[config.mk]
export PLATFORM = sky130hd
export DESIGN_NAME = modbus_rtu_register_query
export DESIGN_NICKNAME = d
export VERILOG_FILES = /design/src/rtl/core/mrq_pkg.sv /design/src/rtl/core/mrq_rx.sv /design/src/rtl/core/mrq_tx.sv /design/src/rtl/core/modbus_rtu_register_query.sv
export SDC_FILE = /design/constraint.sdc
export NUM_CORES = 1
export LEC_CHECK = 0
export ABC_AREA = 1
export BUFFER_PORTS_ARGS = -buffer_cell sky130_fd_sc_hd__clkbuf_2
export CORE_AREA = 8 8 189 191
export DETAILED_ROUTE_END_ITERATION = 10
export DIE_AREA = 0 0 197 199
export PLACE_DENSITY_LB_ADDON = 0.1
export RECOVER_POWER = 50
export SLEW_MARGIN = 25
export SYNTH_ARGS = -nofsm -noshare
export SYNTH_HDL_FRONTEND = slang
export SYNTH_SLANG_ARGS = --single-unit
[constraint.sdc]
create_clock -name i_clk -period 3.5 [get_ports i_clk]
set_input_delay 0.525 -clock i_clk [delete_from_list [all_inputs] [get_ports i_clk]]
set_output_delay 0.525 -clock i_clk [all_outputs]
set_load 0.01 [all_outputs]
[src/rtl/core/mrq_pkg.sv]
`default_nettype none
package mrq_pkg;

    localparam int MAX_FRAME       = 32;
    localparam int CNT_W           = 6;
    localparam int SHORT_FRAME_MAX = 4;
    localparam int REQ_BEATS       = 8;
    localparam int BEAT_W          = 3;

    localparam logic [7:0]  REG_COUNT_HI = 8'h00;
    localparam logic [7:0]  REG_COUNT_LO = 8'h02;
    localparam logic [15:0] CRC_INIT     = 16'hFFFF;
    localparam logic [15:0] CRC_POLY     = 16'hA001;

    localparam int CFG_IDX_W = 3;
    localparam int CFG_DATA_W = 16;
    localparam logic [CFG_IDX_W-1:0] CFG_DEV_ADDR  = 3'd0;
    localparam logic [CFG_IDX_W-1:0] CFG_FUNC_CODE = 3'd1;
    localparam logic [CFG_IDX_W-1:0] CFG_REG_ADDR  = 3'd2;
    localparam logic [CFG_IDX_W-1:0] CFG_TIMEOUT   = 3'd3;
    localparam logic [CFG_IDX_W-1:0] CFG_CRC_ORDER = 3'd4;

    typedef enum logic [1:0] {
        CMD_RX_BYTE   = 2'd0,
        CMD_FRAME_END = 2'd1,
        CMD_START     = 2'd2,
        CMD_TICK      = 2'd3
    } t_cmd;

    typedef enum logic [1:0] {
        KIND_TX     = 2'd0,
        KIND_REPORT = 2'd1,
        KIND_DONE   = 2'd2
    } t_kind;

    typedef enum logic [1:0] {
        FS_OK      = 2'd0,
        FS_SHORT   = 2'd1,
        FS_CRC     = 2'd2,
        FS_OVERRUN = 2'd3
    } t_fs;

    typedef enum logic [1:0] {
        QS_VALUE      = 2'd0,
        QS_TIMEOUT    = 2'd1,
        QS_WRONG_CODE = 2'd2
    } t_qs;

    typedef enum logic [1:0] {
        TXM_REQ,
        TXM_FRAME,
        TXM_FRAME_DONE,
        TXM_TIMEOUT
    } t_tx_mode;

    typedef struct packed {
        t_cmd       cmd;
        logic [7:0] rx_byte;
    } t_in;

    typedef struct packed {
        t_kind       kind;
        logic [7:0]  tx_byte;
        logic        last;
        t_fs         frame_status;
        t_qs         query_status;
        logic [31:0] flow_value;
    } t_out;

    typedef struct packed {
        logic [7:0]  dev_addr;
        logic [7:0]  func_code;
        logic [15:0] reg_addr;
        logic        crc_high_first;
    } t_req_cfg;

    typedef struct packed {
        t_tx_mode    mode;
        t_fs         fs;
        t_qs         qs;
        logic [31:0] value;
    } t_tx_desc;

    typedef struct packed {
        t_fs         fs;
        logic [7:0]  code;
        logic [31:0] value;
    } t_rx_stat;

    function automatic logic [15:0] crc_feed(input logic [15:0] crc, input logic [7:0] b);
        logic [15:0] c;
        c = crc ^ {8'h00, b};
        for (int i = 0; i < 8; i++) begin
            if (c[0]) begin
                c = (c >> 1) ^ CRC_POLY;
            end else begin
                c = c >> 1;
            end
        end
        return c;
    endfunction

endpackage
`default_nettype wire

[src/rtl/core/mrq_rx.sv]
`default_nettype none
module mrq_rx (
    input  wire logic              i_clk,
    input  wire logic              i_rst_n,
    input  wire logic              i_byte_en,
    input  wire logic [7:0]        i_byte,
    input  wire logic              i_frame_end,
    input  wire logic              i_crc_high_first,
    output mrq_pkg::t_rx_stat      o_stat
);
    import mrq_pkg::*;

    logic [CNT_W-1:0] r_cnt;
    logic [15:0]      r_crc;
    logic [7:0]       r_lag0;
    logic [7:0]       r_lag1;
    logic             r_overrun;
    logic [7:0]       r_code;
    logic [31:0]      r_value;
    logic [15:0]      got;

    always_comb begin
        got = i_crc_high_first ? {r_lag0, r_lag1} : {r_lag1, r_lag0};
        o_stat.code  = r_code;
        o_stat.value = r_value;
        priority if (r_overrun) begin
            o_stat.fs = FS_OVERRUN;
        end else if (r_cnt <= CNT_W'(SHORT_FRAME_MAX)) begin
            o_stat.fs = FS_SHORT;
        end else if (got != r_crc) begin
            o_stat.fs = FS_CRC;
        end else begin
            o_stat.fs = FS_OK;
        end
    end

    always_ff @(posedge i_clk) begin
        if (!i_rst_n) begin
            r_cnt     <= '0;
            r_crc     <= CRC_INIT;
            r_lag0    <= '0;
            r_lag1    <= '0;
            r_overrun <= 1'b0;
            r_code    <= '0;
            r_value   <= '0;
        end else if (i_frame_end) begin
            r_cnt     <= '0;
            r_crc     <= CRC_INIT;
            r_lag0    <= '0;
            r_lag1    <= '0;
            r_overrun <= 1'b0;
        end else if (i_byte_en) begin
            if (r_cnt >= CNT_W'(MAX_FRAME)) begin
                r_overrun <= 1'b1;
            end else begin
                case (r_cnt)
                    CNT_W'(0): r_value        <= '0;
                    CNT_W'(1): r_code         <= i_byte;
                    CNT_W'(3): r_value[31:24] <= i_byte;
                    CNT_W'(4): r_value[23:16] <= i_byte;
                    CNT_W'(5): r_value[15:8]  <= i_byte;
                    CNT_W'(6): r_value[7:0]   <= i_byte;
                    default: ;
                endcase
                // CRC trails by two bytes so the frame's own CRC stays out
                if (r_cnt >= CNT_W'(2)) begin
                    r_crc <= crc_feed(r_crc, r_lag0);
                end
                r_lag0 <= r_lag1;
                r_lag1 <= i_byte;
                r_cnt  <= r_cnt + CNT_W'(1);
            end
        end
    end

endmodule
`default_nettype wire

[src/rtl/core/mrq_tx.sv]
`default_nettype none
module mrq_tx (
    input  wire logic              i_clk,
    input  wire logic              i_rst_n,
    input  wire logic              i_load,
    input  wire mrq_pkg::t_tx_desc i_desc,
    input  wire mrq_pkg::t_req_cfg i_cfg,
    output logic                   o_load_ok,
    output logic                   o_out_valid,
    input  wire logic              i_out_ready,
    output mrq_pkg::t_out          o_out
);
    import mrq_pkg::*;

    logic              r_busy;
    t_tx_desc          r_desc;
    logic [BEAT_W-1:0] r_idx;
    logic [15:0]       r_crc;
    logic [7:0]        req_byte;
    logic              beat_done;

    always_comb begin
        unique case (r_idx)
            3'd0: req_byte = i_cfg.dev_addr;
            3'd1: req_byte = i_cfg.func_code;
            3'd2: req_byte = i_cfg.reg_addr[15:8];
            3'd3: req_byte = i_cfg.reg_addr[7:0];
            3'd4: req_byte = REG_COUNT_HI;
            3'd5: req_byte = REG_COUNT_LO;
            3'd6: req_byte = i_cfg.crc_high_first ? r_crc[15:8] : r_crc[7:0];
            default: req_byte = i_cfg.crc_high_first ? r_crc[7:0] : r_crc[15:8];
        endcase
    end

    always_comb begin
        o_out              = '0;
        o_out.kind         = KIND_REPORT;
        o_out.frame_status = FS_OK;
        o_out.query_status = QS_VALUE;
        unique case (r_desc.mode)
            TXM_REQ: begin
                o_out.kind    = KIND_TX;
                o_out.tx_byte = req_byte;
                o_out.last    = (r_idx == BEAT_W'(REQ_BEATS - 1));
            end
            TXM_FRAME: begin
                o_out.frame_status = r_desc.fs;
                o_out.last         = 1'b1;
            end
            TXM_FRAME_DONE: begin
                if (r_idx != '0) begin
                    o_out.kind         = KIND_DONE;
                    o_out.query_status = r_desc.qs;
                    o_out.flow_value   = r_desc.value;
                    o_out.last         = 1'b1;
                end
            end
            default: begin
                o_out.kind         = KIND_DONE;
                o_out.query_status = QS_TIMEOUT;
                o_out.last         = 1'b1;
            end
        endcase
    end

    assign o_out_valid = r_busy;
    assign beat_done   = r_busy && i_out_ready;
    assign o_load_ok   = !r_busy || (i_out_ready && o_out.last);

    always_ff @(posedge i_clk) begin
        if (!i_rst_n) begin
            r_busy <= 1'b0;
            r_idx  <= '0;
            r_crc  <= CRC_INIT;
            r_desc <= '0;
        end else if (i_load) begin
            r_busy <= 1'b1;
            r_desc <= i_desc;
            r_idx  <= '0;
            r_crc  <= CRC_INIT;
        end else if (beat_done) begin
            if (o_out.last) begin
                r_busy <= 1'b0;
            end else begin
                r_idx <= r_idx + BEAT_W'(1);
                // fold each header byte into the CRC as it goes out
                if (r_desc.mode == TXM_REQ && r_idx < BEAT_W'(6)) begin
                    r_crc <= crc_feed(r_crc, req_byte);
                end
            end
        end
    end

endmodule
`default_nettype wire

[src/rtl/core/modbus_rtu_register_query.sv]
// Modbus RTU master for one read-registers query.
// Input channel (i_in_valid / o_in_ready, i_in): one beat per event: a received
// byte, a frame end (line silence), a start request or a time tick.
// Output channel (o_out_valid / i_out_ready, o_out): transmit bytes, frame
// check reports and query-done beats; 'last' marks the final beat of an event.
// Config channel (i_cfg_valid / o_cfg_ready, i_cfg_index, i_cfg_data) is
// always ready; write only while the block is idle.
// An input beat is registered in the input register, then handled; its first
// result is registered in the output emitter and offered from there. Events
// with no result (bytes, ticks, ignored starts) flow at one per cycle. The
// output emitter holds one event: a start takes 8 output beats (the request
// CRC is built one byte per beat), a good frame during a query takes 2,
// others take 1. The next event loads as the last beat of the current one is
// taken, so back-to-back events keep the output busy every cycle.
// When the receiver stalls, the emitter holds its beat, the input register
// waits on a result-producing event, and o_in_ready drops.
// Synchronous reset restores default config, idle query state and an empty
// receiver; no output is pending after reset.
`default_nettype none
module modbus_rtu_register_query (
    input  wire logic                              i_clk,
    input  wire logic                              i_rst_n,
    input  wire logic                              i_in_valid,
    output logic                                   o_in_ready,
    input  wire mrq_pkg::t_in                      i_in,
    output logic                                   o_out_valid,
    input  wire logic                              i_out_ready,
    output mrq_pkg::t_out                          o_out,
    input  wire logic                              i_cfg_valid,
    output logic                                   o_cfg_ready,
    input  wire logic [mrq_pkg::CFG_IDX_W-1:0]     i_cfg_index,
    input  wire logic [mrq_pkg::CFG_DATA_W-1:0]    i_cfg_data
);
    import mrq_pkg::*;

    logic        r_in_vld;
    t_in         r_in;
    t_req_cfg    r_req_cfg;
    logic [15:0] r_timeout;
    logic        r_waiting;
    logic [15:0] r_ticks;
    logic [15:0] n_ticks;
    logic        n_waiting;

    t_rx_stat    rx_stat;
    t_tx_desc    desc;
    logic        need_desc;
    logic        load_ok;
    logic        proc_go;
    logic        byte_en;
    logic        frame_end;

    assign o_cfg_ready = 1'b1;

    always_ff @(posedge i_clk) begin
        if (!i_rst_n) begin
            r_req_cfg.dev_addr       <= 8'd1;
            r_req_cfg.func_code      <= 8'd3;
            r_req_cfg.reg_addr       <= 16'd2;
            r_req_cfg.crc_high_first <= 1'b1;
            r_timeout                <= 16'd1000;
        end else if (i_cfg_valid) begin
            case (i_cfg_index)
                CFG_DEV_ADDR:  r_req_cfg.dev_addr       <= i_cfg_data[7:0];
                CFG_FUNC_CODE: r_req_cfg.func_code      <= i_cfg_data[7:0];
                CFG_REG_ADDR:  r_req_cfg.reg_addr       <= i_cfg_data;
                CFG_TIMEOUT:   r_timeout                <= i_cfg_data;
                CFG_CRC_ORDER: r_req_cfg.crc_high_first <= i_cfg_data[0];
                default: ;
            endcase
        end
    end

    always_comb begin
        need_desc  = 1'b0;
        n_waiting  = r_waiting;
        n_ticks    = r_ticks;
        desc       = '0;
        desc.mode  = TXM_FRAME;
        desc.fs    = rx_stat.fs;
        desc.qs    = QS_VALUE;
        unique case (r_in.cmd)
            CMD_RX_BYTE: ;
            CMD_FRAME_END: begin
                need_desc = 1'b1;
                if (rx_stat.fs == FS_OK && r_waiting) begin
                    desc.mode = TXM_FRAME_DONE;
                    n_waiting = 1'b0;
                    n_ticks   = '0;
                    if (rx_stat.code == r_req_cfg.func_code) begin
                        desc.value = rx_stat.value;
                    end else begin
                        desc.qs = QS_WRONG_CODE;
                    end
                end
            end
            CMD_START: begin
                if (!r_waiting) begin
                    need_desc = 1'b1;
                    desc.mode = TXM_REQ;
                    n_waiting = 1'b1;
                    n_ticks   = r_timeout;
                end
            end
            default: begin
                if (r_waiting) begin
                    if (r_ticks <= 16'd1) begin
                        need_desc = 1'b1;
                        desc.mode = TXM_TIMEOUT;
                        n_waiting = 1'b0;
                        n_ticks   = '0;
                    end else begin
                        n_ticks = r_ticks - 16'd1;
                    end
                end
            end
        endcase
    end

    assign proc_go    = r_in_vld && (!need_desc || load_ok);
    assign o_in_ready = !r_in_vld || proc_go;
    assign byte_en    = proc_go && (r_in.cmd == CMD_RX_BYTE);
    assign frame_end  = proc_go && (r_in.cmd == CMD_FRAME_END);

    always_ff @(posedge i_clk) begin
        if (!i_rst_n) begin
            r_in_vld  <= 1'b0;
            r_in      <= '0;
            r_waiting <= 1'b0;
            r_ticks   <= '0;
        end else begin
            if (o_in_ready) begin
                r_in_vld <= i_in_valid;
                if (i_in_valid) begin
                    r_in <= i_in;
                end
            end
            if (proc_go) begin
                r_waiting <= n_waiting;
                r_ticks   <= n_ticks;
            end
        end
    end

    mrq_rx u_rx (
        .i_clk            (i_clk),
        .i_rst_n          (i_rst_n),
        .i_byte_en        (byte_en),
        .i_byte           (r_in.rx_byte),
        .i_frame_end      (frame_end),
        .i_crc_high_first (r_req_cfg.crc_high_first),
        .o_stat           (rx_stat)
    );

    mrq_tx u_tx (
        .i_clk       (i_clk),
        .i_rst_n     (i_rst_n),
        .i_load      (proc_go && need_desc),
        .i_desc      (desc),
        .i_cfg       (r_req_cfg),
        .o_load_ok   (load_ok),
        .o_out_valid (o_out_valid),
        .i_out_ready (i_out_ready),
        .o_out       (o_out)
    );

endmodule
`default_nettype wire

Word-level counts from Yosys, hierarchy flattened
Index checks and enable logic that the tools add are counted.
{ "totals": {"register_bits": 214, "in_bits": 34, "output_inout_bits": 50} }
{ "classes": {"add_sub_neg": 3, "order_cmp": 5, "eq_ne": 24, "muxes": 131, "bitwise_logic": 23, "reduce_logical": 50} }
{ "op_table": {"columns": ["op", "count"], "rows": [
  ["16-bit 2-to-1 mux", 91],
  ["34-bit 2-to-1 mux", 3],
  ["32-bit 2-to-1 mux", 2],
  ["8-bit case mux with 2 select lines", 4],
  ["8-bit case mux with 7 select lines", 1],
  ["2-bit inverter with 3-bit output", 16],
  ["16-bit case mux with 3 select lines", 1],
  ["16-bit by 8-bit bitwise XOR with 16-bit output", 2],
  ["8-bit 2-to-1 mux", 3],
  ["2-bit AND reduction", 10],
  ["4-bit AND reduction", 5],
  ["6-bit by 3-bit == test with 1-bit output (second input constant)", 3],
  ["2-bit 2-to-1 mux", 9],
  ["16-bit by 1-bit <= comparator with 1-bit output (second input constant)", 1],
  ["16-bit inequality test", 1],
  ["16-bit by 1-bit subtractor with 16-bit output (second input constant)", 1],
  ["3-bit == test (second input constant)", 5],
  ["3-bit by 2-bit == test with 1-bit output (second input constant)", 4],
  ["2-bit case mux with 3 select lines", 2],
  ["2-bit nonzero test", 6],
  ["1-bit 2-to-1 mux", 11],
  ["3-bit AND reduction", 3],
  ["8-bit == test", 1],
  ["1-bit logical AND", 8],
  ["24 further kinds", 43]
]} }

Logic depth before layout (Yosys ltp)
Gate-level depths: netlist of run 1.
{ "depth": {"depth_word": 55, "ltp_mapped": 21} }

By module
A second synthesis of run 1 with hierarchy kept.
{ "unflattened": {"hier_cells": 1650, "hier_area_um2": 11155.7} }
{ "by_module_without_submodules": {"columns": ["module", "n_inst", "cells_per_inst", "area_per_inst_um2", "seq_area_each_um2"], "rows": [
  ["modbus_rtu_register_query", 1, 620, 4051.4, 1541.5],
  ["mrq_rx", 1, 469, 3592.2, 1581.5],
  ["mrq_tx", 1, 561, 3512.1, 1161.1]
]} }

Worst setup path before layout of run 1
OpenSTA, ideal clock, no wires.
{ "synth_timing": {"path_type": "register to register", "from": "register u_tx.r_idx[2]", "to": "register u_tx.r_crc[15]", "setup_ns": 0.126, "arrival_time_ns": 2.076, "t_required_ns": 3.374, "path_slack_ns": 1.298, "path_stages_with_launch": 21, "cell_sequence": "dfxtp_1 inv_2 buf_6 ha_1 clkbuf_1 nand2_1 nand3_1 nor2_1 nand2_1 nand2_2 nand2_1 nand2_1 nand2_1 nand2_1 nand2_1 nand2_1 nand2_1 nand2_1 nand2_1 nand3_1 o211ai_1"} }
{ "synth_between": {"elab_chain_len": 47, "elab_cells_between_ends": 73, "classes_between": "1 x order compare; 7 x eq/ne; 46 x mux; 9 x bitwise; 10 x reduce/logical"} }
{ "synth_rtl": {"columns": ["item", "line_no", "source"], "rows": [
  ["from (decl)", "mrq_tx.sv:17", "logic [BEAT_W-1:0] r_idx;"],
  ["from (signal assigned)", "mrq_tx.sv:85", "r_idx <= r_idx + BEAT_W'(1);"],
  ["3-bit == test, or another cell as far along", "mrq_tx.sv:23", "unique case (r_idx)"],
  ["8-bit case mux with 7 select lines", "mrq_tx.sv:23", null],
  ["16-bit by 8-bit bitwise XOR with 16-bit output", "mrq_pkg.sv:92", "c = crc ^ {8'h00, b};"],
  ["16-bit 2-to-1 mux / 2-bit inverter with 3-bit output (equally long branches)", null, null],
  ["16-bit 2-to-1 mux, on equally long branches", "mrq_tx.sv:87, mrq_pkg.sv:94", null],
  ["16-bit 2-to-1 mux, on equally long branches", "mrq_tx.sv:82, mrq_tx.sv:87", null],
  ["16-bit 2-to-1 mux, on equally long branches", "mrq_tx.sv:81, mrq_tx.sv:82", null],
  ["16-bit 2-to-1 mux, on equally long branches", "mrq_tx.sv:76, mrq_tx.sv:81", null],
  ["(+31 left out)", null, null],
  ["2-bit inverter with 3-bit output (no source line) / 16-bit 2-to-1 mux (equally long branches)", null, null],
  ["16-bit 2-to-1 mux", "mrq_pkg.sv:94", "if (c[0]) begin"],
  ["16-bit 2-to-1 mux", "mrq_tx.sv:87", "if (r_desc.mode == TXM_REQ && r_idx < BEAT_W'(6)) begin"],
  ["16-bit 2-to-1 mux", "mrq_tx.sv:82", "if (o_out.last) begin"],
  ["16-bit 2-to-1 mux", "mrq_tx.sv:81", "end else if (beat_done) begin"],
  ["16-bit 2-to-1 mux", "mrq_tx.sv:76", "end else if (i_load) begin"],
  ["16-bit 2-to-1 mux", "mrq_tx.sv:71", "if (!i_rst_n) begin"],
  ["16-bit 2-to-1 mux", "mrq_pkg.sv:94", null],
  ["to (signal assigned)", "mrq_tx.sv:88", "r_crc <= crc_feed(r_crc, req_byte);"],
  ["to (decl)", "mrq_tx.sv:18", "logic [15:0] r_crc;"]
]} }
Parallel ways exist; a longest one is shown, timed or not. The select of a mux whose other input is x is not followed.
A chain may end at the register's enable or synchronous reset.

Worst setup path after layout of run 1
{ "layout_timing": {"from": "register u_tx.r_idx[1]", "to": "output port o_in_ready"} }
{ "layout_between": {"elab_chain_len": 8, "elab_cells_between_ends": 9, "classes_between": "1 x eq/ne; 2 x mux; 6 x reduce/logical"} }
{ "layout_rtl": {"columns": ["item", "line_no", "source"], "rows": [
  ["3-bit nonzero test", "mrq_tx.sv:51", "if (r_idx != '0) begin"],
  ["1-bit 2-to-1 mux", "mrq_tx.sv:51", null],
  ["1-bit case mux with 2 select lines (*)", "mrq_tx.sv:40", "unique case (r_desc.mode)"],
  ["1-bit logical AND (*)", "mrq_tx.sv:68", "assign o_load_ok = !r_busy || (i_out_ready && o_out.last);"],
  ["1-bit logical OR (*)", "mrq_tx.sv:68", null],
  ["1-bit logical OR (*)", "modbus_rtu_register_query.sv:120", "assign proc_go = r_in_vld && (!need_desc || load_ok);"],
  ["1-bit logical AND (*)", "modbus_rtu_register_query.sv:120", null],
  ["1-bit logical OR (*)", "modbus_rtu_register_query.sv:121", "assign o_in_ready = !r_in_vld || proc_go;"],
  ["to (decl)", "modbus_rtu_register_query.sv:24", "output logic o_in_ready,"]
]} }
Mark *: on every way between the ends. The rest lies on a longest branch, timed or not.

==> results.json, run 1 <==
{
  "status": "finished with violations",
  "violations": "capacitance limit, slew limit",
  "port_buffers": 82,
  "grt.overflow.total": 0,
  "worstHoldStart": "i_cfg_data[10]",
  "fin_crit_ns": 3.14,
  "ctsHoldBuffers": 0,
  "powerDensity_nw_per_um2": 496,
  "routed_wl_microns": 31000,
  "fp-row-count": 67,
  "yosysSeqAreaShare_pct": 39.9,
  "synth_cell_type_count": 50,
  "wl_per_cell_microns": 15.1,
  "crit_buf_inv": 5,
  "critPathLaunchType": "register",
  "p_int_w": 0.00446,
  "crit_path_max_fanout": 7,
  "hold_viol": 0,
  "drt-pass1-iter-count": 5,
  "syn_area_sq_um": 10700,
  "drc": 0,
  "worstMarginPinSlew_ns": 1.50,
  "start_util_pct": 32.5,
  "power_leakage_nw": 5.40,
  "drtIter0Drc": 542,
  "seq_power_share_pct": 42.0,
  "clockPowerShare_pct": 46.7,
  "ios": 84,
  "drive_above_1_share_pct": 11.4,
  "syn_inst": 1520,
  "rsz0062_at_grt": "no",
  "r2r_setup_slack_ns": 0.46,
  "cpPeakStageDelay_ns": 0.34,
  "htreeDepth": 1,
  "min_to": "r_req_cfg[11]$_SDFFE_PN0P_",
  "total_power_w": 0.00607,
  "die_w_microns": 197,
  "cts_tree": "yes",
  "report.final.slew_viol_count": 29,
  "rr_startpoint": "u_tx.r_idx[1]$_SDFFE_PP0P_",
  "post-place-cells": 2003,
  "syn_nets": 1570,
  "post-cts-setup-buffers": 0,
  "synth-main-ff-cell": "dfxtp_1",
  "holdPathStages": 3,
  "worst_setup_path_end_kind": "output port",
  "grt_max_degree": 56,
  "worstSkewPairLatency_ns": 0.54,
  "antenna_found_initial": 0,
  "yosys.area.top_type": "dfxtp_1",
  "hp-class": "primary input to register",
  "p_switching_w": 0.00161,
  "reg2regPathDepth": 15,
  "via_per_inst": 4.67,
  "syn_area_per_cell_sq_um": 7.03,
  "min_period_over_period_pct": 89.6,
  "ant_nets": 0,
  "synth_edf_count": 0,
  "crit_required_ns": 2.97,
  "track_usage_pct": 15.9,
  "async_reset_ff_share_pct": 0,
  "critPathArrivalTime_ns": 2.61,
  "worst_path_most_repeated_cell": "inv_1",
  "cpMaxStageDelayCell": "dfxtp_1",
  "netSwitchingFraction_pct": 26.5,
  "area_growth_pct": 14.5,
  "num_vias": 9571,
  "finalSetupViolCount": 0,
  "cts_buffers": 26,
  "place.gp.congestion": 0.829,
  "dieArea_sq_um": 39200,
  "worstSetupStartpoint": "u_tx.r_idx[1]$_SDFFE_PP0P_",
  "cts-root-buf": "clkbuf_16",
  "post_cts_resized": 0,
  "clk_path_buf_depth": 3,
  "clock.fmax_ghz": 0.319,
  "yosysWarnings": 0,
  "crit_family": "buffers and inverters",
  "fillers": 3610,
  "grt_pass1_wl_microns": 51200,
  "dp_hpwl_microns": 22600,
  "crit_type": "register to output port",
  "cts.reportedPaths.clkPinSlew_ns": 0.06,
  "p_comb_share_pct": 11.4,
  "cap_violations": 1,
  "nets": 1633,
  "yosysTopAreaCellShare_pct": 39.9,
  "ys_ff_latch": 213,
  "synth_area_leaders": "dfxtp_1, nand2_1, inv_1",
  "core_sq_um": 32900,
  "finalClockSkew_ns": 0.0204,
  "setup_tns_ns": 0,
  "antenna_cells": 0,
  "r2r-end": "r_ticks[12]$_SDFFE_PN0P_",
  "slew_headroom_pct": -0.261,
  "die_h_microns": 199,
  "final_cells": 2050,
  "grt_pass1_vias": 9584,
  "path_cells": "inv_1 > ha_1 > inv_1 > nor2_2 > inv_1 > o22ai_2 > o21ai_2 > inv_1 > nand3_1 > clkbuf_2",
  "synth_commonest_cells": "nand2_1, dfxtp_1, inv_1, nor2_1, o21ai_0",
  "clock_sinks": 213,
  "synth.most_common_cell": "nand2_1",
  "ir_worst_vdd_v": 0.000305
}
-- worst max path at each step --
stage	end	slack (ns)	depth (start not counted)
after floorplan	u_tx.r_crc[15]$_SDFFE_PP1P_	1.30	20
after global placement	r_in[3]$_SDFFE_PN0P_	0.67	12
after detailed placement	u_rx.r_lag1[7]$_SDFFE_PP0P_	0.68	16
after CTS	o_in_ready	0.39	10
after global routing	u_rx.r_crc[15]$_SDFFE_PP1P_	0.13	16
final	o_in_ready	0.36	10
-- per-stage QoR --
step                setup WS (ns)  hold WS [ns]  instance area, sq um  util, %
floorplan                    1.30         0.425                 10700        -
global placement            0.675         0.453                 11400     34.7
detailed placement          0.682         0.454                 11400     34.7
CTS                         0.386         0.225                 12300     37.5
global route                0.130         0.233                 12200     37.2
finish                      0.364         0.244                 12200     37.2
-- routing by layer --
| layer | vias to the layer above | part of all wire [%] | track usage (%) |
|---|---|---|---|
| met5 | - | 0 | 0 |
| li1 | 5021 | - | - |
| met4 | 0 | 2.3 | 4.46 |
| met1 | 4363 | 50 | 21.9 |
| met3 | 42 | 3.7 | 2.62 |
| met2 | 145 | 44 | 25.5 |
-- layout by cell type, fill, tap and decap left out, types with 13 or more instances in the layout --
master	count
nor2_1	181
xor2_1	36
nand3_1	89
nor3_1	17
a21oi_1	100
nand4_1	13
dfxtp_1	213
ha_1	16
nand2_1	334
o21ai_0	132
o211ai_1	19
xnor2_1	22
o22ai_1	31
clkbuf_16	26
clkbuf_2	77
inv_1	181
-- cells by family after synthesis --
| kind of cell | Yosys count | share of synthesized area [%] |
|---|---|---|
| AOI/OAI and AO/OA | 315 | 16.5 |
| xor gates and xnor gates | 59 | 4.91 |
| adders and majority gates | 16 | 1.87 |
| buffers and inverters | 252 | 10.1 |
| DFF | 213 | 39.9 |
| other | 1 | 0.0351 |
| and+or+nand+nor | 664 | 26.8 |
-- flip-flops by register name, summed over array words and instances, names as in the netlist, 6 cells and up --
register      count
r_in             10
r_req_cfg        33
r_ticks          16
r_timeout        16
u_rx.r_cnt        6
u_rx.r_code       8
u_rx.r_crc       16
u_rx.r_lag0       8
u_rx.r_lag1       8
u_rx.r_value     32
u_tx.r_crc       16
u_tx.r_desc      37
-- worst register-to-register path: stages, from the launching register on --
cell and delay, ns:
dfxtp_1 0.34, inv_1 0.10, ha_1 0.23, inv_1 0.07
nor2_2 0.28, inv_1 0.13, o22ai_2 0.29, o21ai_2 0.11
inv_1 0.12, nand2_2 0.06, nand2_1 0.25, inv_4 0.12
nand4_1 0.11, clkbuf_2 0.48, nand2_1 0.11, a21oi_1 0.16
-- area by class of cell --
| class | instances | area (sq um) | share of cell area [%] |
|---|---|---|---|
| sequential | 213 | 4260 | 34.8 |
| tap | 448 | 561 | 4.58 |
| clock inverter | 15 | 199 | 1.63 |
| clock buffer | 32 | 713 | 5.83 |
| multi-input combinational | 1055 | 5290 | 43.2 |
| timing repair buffer | 94 | 479 | 3.92 |
| inverter | 193 | 733 | 5.99 |
-- power groups by stage --
| stage | clock network (W) | registers, W | logic [W] |
|---|---|---|---|
| 4_1_cts | 0.00291 | 0.00255 | 0.000708 |
| 3_3_place_gp | 0 | 0.00260 | 0.000701 |
| 3_5_place_dp | 0 | 0.00260 | 0.000706 |
| 2_1_floorplan | 0 | 0.00258 | 0.000536 |
| 6_report | 0.00283 | 0.00255 | 0.000689 |
| 5_1_grt | 0.00303 | 0.00255 | 0.000796 |
Note: power is estimated with default switching activity, not from simulation.
==> run 2: changes to the inputs <==
--- a/config.mk
+++ b/config.mk
@@ -5,11 +5,10 @@
 export SDC_FILE = /design/constraint.sdc
 export NUM_CORES = 1
 export LEC_CHECK = 0
-export ABC_AREA = 1
 export BUFFER_PORTS_ARGS = -buffer_cell sky130_fd_sc_hd__clkbuf_2
-export CORE_AREA = 8 8 189 191
+export CORE_AREA = 8 8 184 186
 export DETAILED_ROUTE_END_ITERATION = 10
-export DIE_AREA = 0 0 197 199
+export DIE_AREA = 0 0 192 194
 export PLACE_DENSITY_LB_ADDON = 0.1
 export RECOVER_POWER = 50
 export SLEW_MARGIN = 25
==> run 2 against run 1 <==
Effect of this change:
- the flow now finishes without violations
- sequential power fell by 2%
- first-iteration DRC count rose by 21%
- synthesized cell count fell by 22%
- worst setup slack got worse by 0.11 ns
- final cell count fell by 19%
- largest power group unchanged
==> results.json, run 2 <==
{
  "status": "completed",
  "drive_above_1_share_pct": 12.5,
  "die_h_microns": 194,
  "htreeDepth": 1,
  "routed_wl_microns": 29100,
  "antenna_found_initial": 0,
  "core_sq_um": 31100,
  "num_vias": 8436,
  "synth_edf_count": 0,
  "synth.most_common_cell": "nand2_1",
  "port_buffers": 82,
  "place.gp.congestion": 0.849,
  "cpPeakStageDelay_ns": 0.41,
  "ant_nets": 0,
  "final_common_cell": "nand2_1",
  "finalWorstSetupSlack_ns": 0.257,
  "syn_nets": 1230,
  "drt-pass1-iter-count": 5,
  "yosysWarnings": 0,
  "final_cells": 1655,
  "track_usage_pct": 15.2,
  "top_register": "u_tx.r_desc",
  "crit_buf_inv": 2,
  "worstSkewPairLatency_ns": 0.53,
  "cts_tree": "yes",
  "cts.reportedPaths.clkPinSlew_ns": 0.06,
  "power_leakage_nw": 4.57,
  "finalClockSkew_ns": 0.0118,
  "ctsHoldBuffers": 0,
  "async_reset_ff_share_pct": 0,
  "worst_setup_path_end_kind": "output port",
  "clock_sinks": 213,
  "post-place-cells": 1610,
  "grt_pass1_vias": 7909,
  "finalSetupViolCount": 0,
  "drtIter0Drc": 654,
  "slew_headroom_pct": 35.9,
  "cap_violations": 0,
  "clock.fmax_ghz": 0.308,
  "mostFrequentLayoutCells": "nand2_1, dfxtp_1, a21oi_1",
  "die_w_microns": 192,
  "crit_type": "register to output port",
  "yosysTopAreaCellShare_pct": 42.3,
  "setup_tns_ns": 0,
  "cts-root-buf": "clkbuf_16",
  "area_growth_pct": 15.8,
  "post-cts-setup-buffers": 0,
  "synth-main-ff-cell": "dfxtp_1",
  "ys_ff_latch": 213,
  "syn_area_per_cell_sq_um": 8.55,
  "syn_inst": 1180,
  "dieArea_sq_um": 37200,
  "start_util_pct": 32.5,
  "grt_pass1_wl_microns": 46000,
  "antenna_cells": 0,
  "crit_family": "compound AO/OA/AOI/OAI gates",
  "hp-class": "primary input to register",
  "yosysSeqAreaShare_pct": 42.3,
  "critPathArrivalTime_ns": 2.72,
  "fin_crit_ns": 3.24,
  "syn_area_sq_um": 10100,
  "drc": 0,
  "critPathLaunchType": "register",
  "nets": 1286,
  "crit_path_max_fanout": 12,
  "powerDensity_nw_per_um2": 501,
  "place_ws_ns": 0.434,
  "min_period_over_period_pct": 92.7,
  "largest_reg_flops": 37,
  "worstMarginPinSlew_ns": 0.954,
  "synth_commonest_cells": "nand2_1, dfxtp_1, a21oi_1, nor2_1, clkbuf_1",
  "path_cells": "inv_1 > ha_1 > nand2b_1 > a211o_1 > a21boi_1 > nand3_2 > clkbuf_2",
  "ir_worst_vdd_v": 0.000334,
  "synth_area_leaders": "dfxtp_1, nand2_1, a21oi_1",
  "grt.overflow.total": 0,
  "synth_cell_type_count": 73,
  "wl_per_cell_microns": 17.6,
  "clk_path_buf_depth": 3,
  "dp_hpwl_microns": 20500,
  "yosys.area.top_type": "dfxtp_1",
  "total_power_w": 0.00585,
  "report.final.slew_viol_count": 0,
  "fp-row-count": 65,
  "cpMaxStageDelayCell": "ha_1",
  "ios": 84,
  "post_cts_resized": 0,
  "crit_required_ns": 2.97,
  "grt_max_degree": 61,
  "rsz0062_at_grt": "no",
  "top_regs": "u_tx.r_desc (37), r_req_cfg (33), u_rx.r_value (32)",
  "cts_buffers": 26,
  "hold_viol": 0,
  "via_per_inst": 5.10
}
run 2: routing by layer:
metal | vias up | wire (microns) | track usage (%)
met2 | 195 | 12200 | 22.3
met3 | 36 | 1600 | 2.43
met4 | 0 | 602 | 3.65
li1 | 4239 | - | -
met1 | 3966 | 14700 | 22.7
met5 | - | 0 | 0
run 2: worst paths after layout:
kind                                       from                            end  slack (ns)  cells past startpoint
hold reg to reg   u_rx.r_value[16]$_SDFFE_PN0P_  u_rx.r_value[16]$_SDFFE_PN0P_        0.45                      2
setup / recovery     u_tx.r_idx[0]$_SDFFE_PP0P_                     o_in_ready        0.26                      7
setup reg to reg     u_tx.r_idx[0]$_SDFFE_PP0P_        r_ticks[0]$_SDFFE_PN0P_        0.35                     10
hold / removal                    i_cfg_data[9]      r_timeout[9]$_SDFFE_PN1P_        0.24                      3
run 2: where the power goes:
part           internal (W)  total [W]  switching (W)
clock               0.00187    0.00292        0.00106
sequential          0.00246    0.00251      0.0000535
combinational      0.000148   0.000411       0.000263
total               0.00447    0.00585        0.00137
run 2: cell type report:
| class | instances | area [sq um] |
|---|---|---|
| clock buffer | 34 | 711 |
| multi-input combinational | 871 | 5360 |
| clock inverter | 11 | 220 |
| timing repair buffer | 106 | 554 |
| fill | 3234 | 19400 |
| tap | 402 | 503 |
| sequential | 213 | 4270 |
| inverter | 18 | 68.8 |
run 2: cell families after synthesis:
logic type | share of synthesized area (%)
xor+xnor | 6.37
compound gates | 18.8
mux | 4.53
fa+ha+maj | 1.98
simple gates | 21.2
buf+inv | 4.81
other cells | 0.0372
flops | 42.3
run 2: worst min-delay path, delay by kind of cell:
kind          cells  cell delay, ns
simple gates      2            0.10
buf+inv           1            0.09
run 2: metrics by stage:
stage	util (%)	area [sq um]	hold slack [ns]
4_1_cts	37.7	11700	0.207
5_1_grt	37.6	11700	0.222
2_1_floorplan	-	10100	0.427
6_report	37.6	11700	0.237
3_5_place_dp	34.7	10800	0.446
3_3_place_gp	34.7	10800	0.439
